===== src/rtl/core/svpm_pkg.sv =====
// Shared types and constants of the Sv39 page table mapper.
// Holds request/result layouts, operation and status codes, and entry formats.
// No dependencies.
package svpm_pkg;

   localparam int VA_W              = 39;
   localparam int PA_W              = 56;
   localparam int PROT_W            = 8;
   localparam int COUNT_W           = 21;
   localparam int PPN_W             = 44;
   localparam int VPN_W             = 9;
   localparam int VPN_ALL_W         = 27;
   localparam int ENTRY_W           = 64;
   localparam int PAGE_SHIFT        = 12;
   localparam int PTE_PPN_LSB       = 10;
   localparam int ENTRIES_PER_TABLE = 512;

   localparam logic [ENTRY_W-1:0] PTE_V          = 64'h1;
   localparam logic [ENTRY_W-1:0] PTE_LEAF_FLAGS = 64'hc1;

   localparam logic [1:0] LVL_ROOT = 2'd2;
   localparam logic [1:0] LVL_MID  = 2'd1;
   localparam logic [1:0] LVL_LEAF = 2'd0;

   localparam logic [VPN_ALL_W-1:0] VPN_STEP_4K = VPN_ALL_W'(1);
   localparam logic [VPN_ALL_W-1:0] VPN_STEP_2M = VPN_ALL_W'(ENTRIES_PER_TABLE);
   localparam logic [PPN_W-1:0]     PPN_STEP_4K = PPN_W'(1);
   localparam logic [PPN_W-1:0]     PPN_STEP_2M = PPN_W'(ENTRIES_PER_TABLE);

   typedef enum logic [1:0] {
      OP_MAP_4K = 2'd0,
      OP_MAP_2M = 2'd1,
      OP_UNMAP  = 2'd2,
      OP_LOOKUP = 2'd3
   } op_type;

   typedef enum logic [1:0] {
      ST_OK      = 2'd0,
      ST_FULL    = 2'd1,
      ST_MISSING = 2'd2,
      ST_OUTSIDE = 2'd3
   } status_type;

   typedef struct packed {
      op_type                 op;
      logic [VPN_ALL_W-1:0]   vpn;
      logic [PPN_W-1:0]       ppn;
      logic [PROT_W-1:0]      prot;
      logic [COUNT_W-1:0]     count;
   } request_type;

   typedef struct packed {
      status_type             status;
      logic [ENTRY_W-1:0]     value;
   } result_type;

   function automatic logic [VPN_W-1:0] vpn_at(input logic [VPN_ALL_W-1:0] vpn,
                                               input logic [1:0] level);
      logic [VPN_W-1:0] slot;
      case (level)
         LVL_ROOT: slot = vpn[26:18];
         LVL_MID:  slot = vpn[17:9];
         default:  slot = vpn[8:0];
      endcase
      return slot;
   endfunction

endpackage


===== src/rtl/core/svpm_walker.sv =====
// Table walk sequencer: clears the store, walks, allocates, zeroes and writes entries.
// Depends on svpm_pkg; drives the ports of one svpm_ram.
module svpm_walker import svpm_pkg::*; #(
   parameter int TABLE_PAGES = 64,
   localparam int TABLE_W = $clog2(TABLE_PAGES),
   localparam int ADDR_W  = TABLE_W + VPN_W
) (
   input  logic               clock,
   input  logic               reset,
   input  logic [PPN_W-1:0]   base_ppn,
   input  logic               req_valid,
   input  request_type        req,
   output logic               req_ready,
   output logic               res_valid,
   output result_type         res,
   input  logic               res_ready,
   output logic               mem_we,
   output logic [ADDR_W-1:0]  mem_waddr,
   output logic [ENTRY_W-1:0] mem_wdata,
   output logic [ADDR_W-1:0]  mem_raddr,
   input  logic [ENTRY_W-1:0] mem_rdata
);

   localparam int FREE_W = $clog2(TABLE_PAGES + 1);
   localparam int DEPTH  = TABLE_PAGES * ENTRIES_PER_TABLE;

   typedef enum logic [8:0] {
      S_CLEAR = 9'b000000001,
      S_IDLE  = 9'b000000010,
      S_READ  = 9'b000000100,
      S_CHECK = 9'b000001000,
      S_ZERO  = 9'b000010000,
      S_LINK  = 9'b000100000,
      S_LEAF  = 9'b001000000,
      S_LOOK  = 9'b010000000,
      S_DONE  = 9'b100000000
   } state_type;

   state_type          state_ff, state_in;
   request_type        req_ff, req_in;
   logic [1:0]         level_ff, level_in;
   logic [TABLE_W-1:0] parent_ff, parent_in;
   logic [TABLE_W-1:0] child_ff, child_in;
   logic [ADDR_W-1:0]  sweep_ff, sweep_in;
   logic [FREE_W-1:0]  free_ff, free_in;
   status_type         status_ff, status_in;
   logic [ENTRY_W-1:0] value_ff, value_in;

   logic [VPN_W-1:0]   slot;
   logic [PPN_W-1:0]   tbl_ofs;
   logic               in_store;
   logic               go_read;
   logic               is_map;
   logic               is_2m;
   logic [PPN_W-1:0]   link_ppn;
   logic [ENTRY_W-1:0] leaf_value;
   logic [ENTRY_W-1:0] link_value;

   assign slot       = vpn_at(req_ff.vpn, level_ff);
   assign tbl_ofs    = mem_rdata[PTE_PPN_LSB +: PPN_W] - base_ppn;
   assign in_store   = tbl_ofs < PPN_W'(TABLE_PAGES);
   assign go_read    = (level_ff == LVL_ROOT) && (req_ff.op != OP_MAP_2M);
   assign is_map     = (req_ff.op == OP_MAP_4K) || (req_ff.op == OP_MAP_2M);
   assign is_2m      = (req_ff.op == OP_MAP_2M);
   assign link_ppn   = base_ppn + PPN_W'(child_ff);
   assign leaf_value = {10'd0, req_ff.ppn, 2'd0, req_ff.prot} | PTE_LEAF_FLAGS;
   assign link_value = {10'd0, link_ppn, 10'd0} | PTE_V;

   assign mem_raddr = {parent_ff, slot};
   assign req_ready = (state_ff == S_IDLE);
   assign res_valid = (state_ff == S_DONE);
   assign res       = '{status: status_ff, value: value_ff};

   always_comb begin
      state_in  = state_ff;
      req_in    = req_ff;
      level_in  = level_ff;
      parent_in = parent_ff;
      child_in  = child_ff;
      sweep_in  = sweep_ff;
      free_in   = free_ff;
      status_in = status_ff;
      value_in  = value_ff;
      mem_we    = 1'b0;
      mem_waddr = {parent_ff, slot};
      mem_wdata = '0;
      case (state_ff)
         S_CLEAR: begin
            mem_we    = 1'b1;
            mem_waddr = sweep_ff;
            sweep_in  = sweep_ff + ADDR_W'(1);
            if (sweep_ff == ADDR_W'(DEPTH - 1)) begin
               state_in = S_IDLE;
            end
         end
         S_IDLE: begin
            if (req_valid) begin
               req_in    = req;
               level_in  = LVL_ROOT;
               parent_in = '0;
               status_in = ST_OK;
               value_in  = '0;
               if ((req.op == OP_MAP_4K || req.op == OP_MAP_2M) && req.count == '0) begin
                  state_in = S_DONE;
               end else begin
                  state_in = S_READ;
               end
            end
         end
         S_READ: begin
            state_in = S_CHECK;
         end
         S_CHECK: begin
            if (mem_rdata[0]) begin
               if (!in_store) begin
                  status_in = ST_OUTSIDE;
                  state_in  = S_DONE;
               end else begin
                  parent_in = tbl_ofs[TABLE_W-1:0];
                  level_in  = level_ff - 2'd1;
                  state_in  = go_read ? S_READ : S_LEAF;
               end
            end else if (!is_map) begin
               status_in = ST_MISSING;
               state_in  = S_DONE;
            end else if (free_ff >= FREE_W'(TABLE_PAGES)) begin
               status_in = ST_FULL;
               state_in  = S_DONE;
            end else begin
               child_in = free_ff[TABLE_W-1:0];
               free_in  = free_ff + FREE_W'(1);
               sweep_in = '0;
               state_in = S_ZERO;
            end
         end
         S_ZERO: begin
            mem_we    = 1'b1;
            mem_waddr = {child_ff, sweep_ff[VPN_W-1:0]};
            sweep_in  = sweep_ff + ADDR_W'(1);
            if (sweep_ff[VPN_W-1:0] == '1) begin
               state_in = S_LINK;
            end
         end
         S_LINK: begin
            mem_we    = 1'b1;
            mem_wdata = link_value;
            parent_in = child_ff;
            level_in  = level_ff - 2'd1;
            state_in  = go_read ? S_READ : S_LEAF;
         end
         S_LEAF: begin
            if (req_ff.op == OP_LOOKUP) begin
               state_in = S_LOOK;
            end else if (req_ff.op == OP_UNMAP) begin
               mem_we   = 1'b1;
               state_in = S_DONE;
            end else begin
               mem_we    = 1'b1;
               mem_wdata = leaf_value;
               if (req_ff.count == COUNT_W'(1)) begin
                  state_in = S_DONE;
               end else begin
                  req_in.count = req_ff.count - COUNT_W'(1);
                  req_in.vpn   = req_ff.vpn + (is_2m ? VPN_STEP_2M : VPN_STEP_4K);
                  req_in.ppn   = req_ff.ppn + (is_2m ? PPN_STEP_2M : PPN_STEP_4K);
                  parent_in    = '0;
                  level_in     = LVL_ROOT;
                  state_in     = S_READ;
               end
            end
         end
         S_LOOK: begin
            value_in = mem_rdata;
            state_in = S_DONE;
         end
         S_DONE: begin
            if (res_ready) begin
               state_in = S_IDLE;
            end
         end
         default: begin
            state_in = S_IDLE;
         end
      endcase
   end

   always_ff @(posedge clock) begin
      if (reset) begin
         state_ff <= S_CLEAR;
         sweep_ff <= '0;
         free_ff  <= FREE_W'(1);
      end else begin
         state_ff <= state_in;
         sweep_ff <= sweep_in;
         free_ff  <= free_in;
      end
   end

   always_ff @(posedge clock) begin
      req_ff    <= req_in;
      level_ff  <= level_in;
      parent_ff <= parent_in;
      child_ff  <= child_in;
      status_ff <= status_in;
      value_ff  <= value_in;
   end

endmodule

===== config.mk =====
export PLATFORM = sky130hd
export DESIGN_NAME = svpm_walker
export DESIGN_NICKNAME = d
export VERILOG_FILES = /design/src/rtl/core/svpm_pkg.sv /design/src/rtl/core/svpm_walker.sv
export SDC_FILE = /design/constraint.sdc
export NUM_CORES = 1
export LEC_CHECK = 0
export ABC_AREA = 1
export BUFFER_PORTS_ARGS = -buffer_cell sky130_fd_sc_hd__buf_2
export CAP_MARGIN = 40
export CELL_PAD_IN_SITES_DETAIL_PLACEMENT = 0
export CELL_PAD_IN_SITES_GLOBAL_PLACEMENT = 1
export CORE_MARGIN = 4
export CORE_UTILIZATION = 39
export CTS_BUF_LIST = sky130_fd_sc_hd__clkbuf_8 sky130_fd_sc_hd__clkbuf_16
export CTS_CLUSTER_DIAMETER = 120
export DETAILED_ROUTE_END_ITERATION = 8
export PLACE_DENSITY_LB_ADDON = 0.12
export SLEW_MARGIN = 5
export SYNTH_ARGS = -nofsm -noshare
export SYNTH_HDL_FRONTEND = slang
export SYNTH_SLANG_ARGS = --single-unit

===== constraint.sdc =====
create_clock -name clock -period 8.3 [get_ports clock]
set_input_delay 0.415 -clock clock [delete_from_list [all_inputs] [get_ports clock]]
set_output_delay 0.415 -clock clock [all_outputs]
set_load 0.03 [all_outputs]

Word level (Yosys, flattened, before mapping)
Cells that the tools add are included.

storage, ports and cells
  input port bits = 214
  word-level logic and storage cells = 138
  register bits = 213

operators by class
  equal/unequal tests = 33
  muxes and demuxes = 58
  bitwise logic cells = 2
  magnitude comparators = 2
  reduce and logical (&&, ||, !) cells = 22
  add/sub/neg operators = 8

operator list
  cell                                                         number
  2-to-1 mux 71 bit                                            3
  case mux 71 bit (2 select lines)                             1
  case mux 64 bit (2 select lines)                             1
  2-to-1 mux 54 bit                                            2
  2-to-1 mux 9 bit                                             12
  case mux 54 bit (2 select lines)                             1
  2-to-1 mux 100 bit                                           1
  case mux 9 bit (9 select lines)                              1
  2-to-1 mux 64 bit                                            1
  2-to-1 mux 21 bit                                            3
  case mux 15 bit (2 select lines)                             2
  2-to-1 mux 15 bit                                            3
  adder 44 x 10 -> 44 bit                                      1
  adder 44 x 6 -> 44 bit                                       1
  less-than comparator 44 x 7 -> 1 bit, second input constant  1
  subtractor 44 bit                                            1
  case mux 21 bit (2 select lines)                             1
  2-to-1 mux 6 bit                                             6
  adder 27 x 10 -> 27 bit                                      1
  case mux 6 bit (4 select lines)                              1
  2-to-1 mux 2 bit                                             11
  inequality test 2 bit, second input constant                 11
  equality test 21 x 1 -> 1 bit, second input constant         1
  logical NOT 21 bit                                           1
  other kinds (39)                                             57

Logic depth before layout (Yosys ltp)
  word-level depth = 7
  mapped depth = 25
  depth with buffers taken out = 25

Worst setup path before layout
Ideal clock, no wire load.

  path type = register -> register
  from = register state_ff[0]
  to = register req_ff (netlist bit leaf_value[10]) (enable)
  required time = 7.727 ns
  period minus slack after synthesis = 6.243 ns
  data arrival time = 5.670 ns
  slack = 2.057 ns
  library setup time = 0.573 ns
  path buffers = 2
  stages on the path, launching flop included = 8
  path through = dfxtp_1 -> nor2_1 -> inv_1 -> nor2_2 -> nand3_1 -> clkbuf_1 -> clkbuf_1 -> a21oi_1

on the way
  cells in the longest elaborated chain, start to end = 3
  elaborated cells between the ends (all ways) = 8

RTL lines
  element                                                                              RTL line            text
  start, declared                                                                      svpm_walker.sv:39   state_type state_ff, state_in;
  start signal, assigned                                                               svpm_walker.sv:193  state_ff <= state_in;
  equality test 9 x 7 -> 1 bit / equality test 9 x 2 -> 1 bit (equally long branches)  svpm_walker.sv:87   case (state_ff)
  inequality test 2 bit (no source line) / nonzero test 2 bit (equally long branches)  -
  AND reduction 5 bit (no source line) *                                               -
  end signal, assigned                                                                 svpm_walker.sv:200  req_ff <= req_in;
  end, declared                                                                        svpm_walker.sv:40   request_type req_ff, req_in;

Every way passes the cells marked *; elsewhere a longest branch is shown, timed or not.
A chain may end at the register's enable or synchronous reset.

Worst setup path in the final report
  from = register child_ff[2]
  to = output port mem_wdata[45]

on the way
  cells in the longest elaborated chain, start to end = 2

RTL lines
  element                           RTL line            text
  start, declared                   svpm_walker.sv:43   logic [TABLE_W-1:0] child_ff, child_in;
  start signal, assigned            svpm_walker.sv:203  child_ff <= child_in;
  adder 44 x 6 -> 44 bit            svpm_walker.sv:65   assign link_ppn = base_ppn + PPN_W'(child_ff);
  case mux 54 bit (2 select lines)  svpm_walker.sv:87
  end, declared                     svpm_walker.sv:19   output logic [ENTRY_W-1:0] mem_wdata,

No other way between the ends.

==> impl_results.md <==
* Worst-Skew Late Latency at roughly 580 ps
* Post-synth EDFFs at 179
* Average wire per standard cell at 18.5 um
* Starting Density at approximately 40%
* Fin nets at 3,023
* First-pass GRT wire length at 91,100 um
* Clk sinks at 210
* PortBufs at ~360
* Area contributors post-synth: edfxtp_1, nand2_1, inv_1, nor2_1, o21ai_0
* GP Congestion at 0.929
* Max-slew violations at 0
* R2R Path End: leaf_value[52]$_DFFE_PP_
* Dpl cell area at 18,900 um2
* Yosys top cell area share at between 30% and 40%
* Core area at 41,300 um2
* Most used routing layer: met2
* Drt total wl at 61,200 um
* Antenna viol nets, final at 0
* Setup violations, final at 0
* Yosys reg bits at 210
* Reg2reg start: req_ff[101]$_DFFE_PP_
* Max Root-Sink Buffers at 3
* Worst hold endpoint: req_ff[100]$_DFFE_PP_
* Post-synthesis instance total at 2,375
* CP Class: reg -> out
* Power Density at 156 nW/um2
* Final setup TNS at 0 ps
* Initial antenna violation count at 12
* Outcome: finished clean
* Die Wd at around 210 um
* Final Hold Viols at 0
* Vias in the first global route at 16,600
* Root Buffer Master: clkbuf_16
* FF+latch area at 6000 um2
* Synth async-reset ratio at 0%
* Yosys warnings at 0
* Post-synth top flop: edfxtp_1
* Met3 Use GR at roughly 3.7%
* Clock transition at the registers of the reported paths at 60 ps
* Filler cells at 4,294
* CTS tree: built
* Tot Pwr at 3120 uW
* Clk_skew at approximately 19 ps
* VDD IR max at roughly 0.15 mV
* R2r worst-path depth at 19
* Area of the multi-input gates at 8570 um2
* Critical path endpoint category: output port
* Via count at 17,100
* GRT Total Usage at 25.6%
* Row count at 74
* FMAX at 0.240 GHz
* DRT iter0 DRCs at about 1,200
* Hold Crit Start: req[100]
* Die Y at roughly 210 um
* Worst EP required at around 7900 ps
* Largest net degree at the start of global routing at 67
* Met1 GRT Util at about a third
* Max_cap viols at 0
* Finished Cell Area at 20,000 um2
* DR pass1 iterations at 5
* Tmin final at roughly 4200 ps
* Number of vias per cell at 5.17
* Worst Setup Start Kind: flip-flop
* Hold WC Path Type: in -> reg
* H-tree levels at 1
* RSZ-0062 raised after global routing: no
* Period utilization at between 50% and 60%
* R2R Setup Slk at 4740 ps
* PostCTS Resize Cnt at 0
* Overflow after GRT at 0
* Post-DP HPWL at 49,800 um
* CTS Buf Count at 26
* M2 GR Usage at 44.5%
* Area delta synth->final at 21.4%
* Die ar. at 45,500 um2
* Ports at 377
* Area of the mapped netlist at ~16,000 um2
* Static leakage at 0.00976 uW
* Crit Path Max Fanout at 5
* Ratio of cells with drive above 1 in the final layout at 17.7%
* Sequential fraction of the synthesis area at 36.5%
* Worst path arrival time at 3750 ps
* Cells on Worst Hold Path at 1
* Syn avg cell area at around 6.9 um2
* Yosys cell types at 66
* DRC at 0
* Final hold slack at just under 30 ps
* Yosys top cell by area: edfxtp_1
* Worst-margin pin slew at 862 ps
* Max-Slew Margin vs Limit at between 40% and 50%
layout make-up:
cell class	count	area share [%]
flip-flops and latches	210	30.0
repair buffers	382	10.3
clock buffers	30	3.76
well taps	532	3.33
multi-input cells	1668	42.9
diodes	8	0.100
clock inverters	18	0.996
inverters	456	8.60
synth_stat cells, types with 7 or more instances:
cell type	n
o21bai_1	7
xnor2_1	8
nor4_1	20
inv_1	448
a32o_1	23
nand2_1	606
a21oi_1	106
nor2_2	11
nand3_1	106
buf_4	13
nand3b_1	14
nor2_1	286
edfxtp_1	179
nand4_1	33
nor2_4	7
clkbuf_1	32
a22o_1	8
o21ai_1	9
o31ai_1	8
dfxtp_1	31
xor2_1	9
o22ai_1	23
o21ai_0	165
ha_1	63
nor3_1	49
registers in the layout (all words and copies together), names as in the netlist:
register,flops
status_ff,2
req_ff,50
child_ff,6
parent_ff,6
state_ff,9
level_ff,2
free_ff,7
leaf_value,49
value_ff,64
sweep_ff,15
routing by layer:
metal  share of wire (%)  up-vias
li1                    -     8534
met1                  42     7903
met2                  49      528
met3                 6.1       97
met4                 3.2       10
met5                0.10        -
layout by cell type, fill, tap and decap left out, types with 9 or more instances in the layout:
cell type	Yosys	routed
a21oi_1	106	105
a32o_1	23	23
buf_2	1	361
buf_4	13	11
clkbuf_16	0	30
conb_1	1	12
dfxtp_1	31	31
edfxtp_1	179	179
ha_1	63	63
inv_1	448	451
nand2_1	606	606
nand3_1	106	106
nand3b_1	14	14
nand4_1	33	33
nor2_1	286	285
nor2_2	11	11
nor3_1	49	48
nor4_1	20	20
o21ai_0	165	164
o21ai_1	9	9
o22ai_1	23	23
xor2_1	9	9
worst max path at each step:
stage | startpoint | to | cells after the start
after floorplan | state_ff[0]$_SDFFE_PP1P_ | leaf_value[10]$_DFFE_PP_ | 7
after global placement | base_ppn[0] | parent_ff[4]$_DFFE_PP_ | 21
after detailed placement | base_ppn[0] | parent_ff[3]$_DFFE_PP_ | 21
after CTS | child_ff[2]$_DFFE_PP_ | mem_wdata[45] | 19
after global routing | child_ff[2]$_DFFE_PP_ | mem_wdata[53] | 18
final | child_ff[2]$_DFFE_PP_ | mem_wdata[45] | 19
cells by family (layout without fill, tap and decap cells):
kind of cell	after synthesis	after routing	synth area share, %
adder cells (fa/ha/maj)	65	65	5.04
XOR/XNOR	17	17	0.905
AND/OR/NAND/NOR	1172	1172	31.1
AO/OA/AOI/OAI	402	402	14.5
flip-flops	210	210	36.5
buffers and inverters	508	886	11.9
other	1	20	0.0228
power by group:
| part | total (uW) | switching [uW] | internal [uW] |
|---|---|---|---|
| Sequential | 1210 | 26.2 | 1190 |
| Clock | 1250 | 504 | 746 |
| Combinational | 658 | 453 | 204 |
| Total | 3120 | 984 | 2140 |
critical path, stage by stage (launching register included):
cell	delay, ps
edfxtp_1	410
ha_1	370
nand3_1	90
nand2_1	110
a21oi_1	80
o21bai_1	170
nand2_1	100
nand2_1	70
nand2_1	70
inv_1	70
nand2_1	100
nor3_2	340
inv_1	150
nor2_1	210
nand2_1	140
inv_1	170
nand3_1	100
nand3_1	110
o21ai_0	110
buf_2	190
stage by stage:
| step | setup WS [ps] | utilization (%) | cells |
|---|---|---|---|
| after floorplan | 2060 | - | 2386 |
| after global placement | 4340 | 45.6 | 3238 |
| after detailed placement | 4340 | 45.8 | 3242 |
| after CTS | 4160 | 48.2 | 3295 |
| after global routing | 3790 | 48.3 | 3302 |
| final | 4130 | 48.4 | 3304 |
what timing repair did:
action,in CTS,in global routing
hold buffers,5,0
endpoints found under the hold margin,5,0
setup buffers,0,0
No activity file was read; power rests on OpenSTA's default activity.
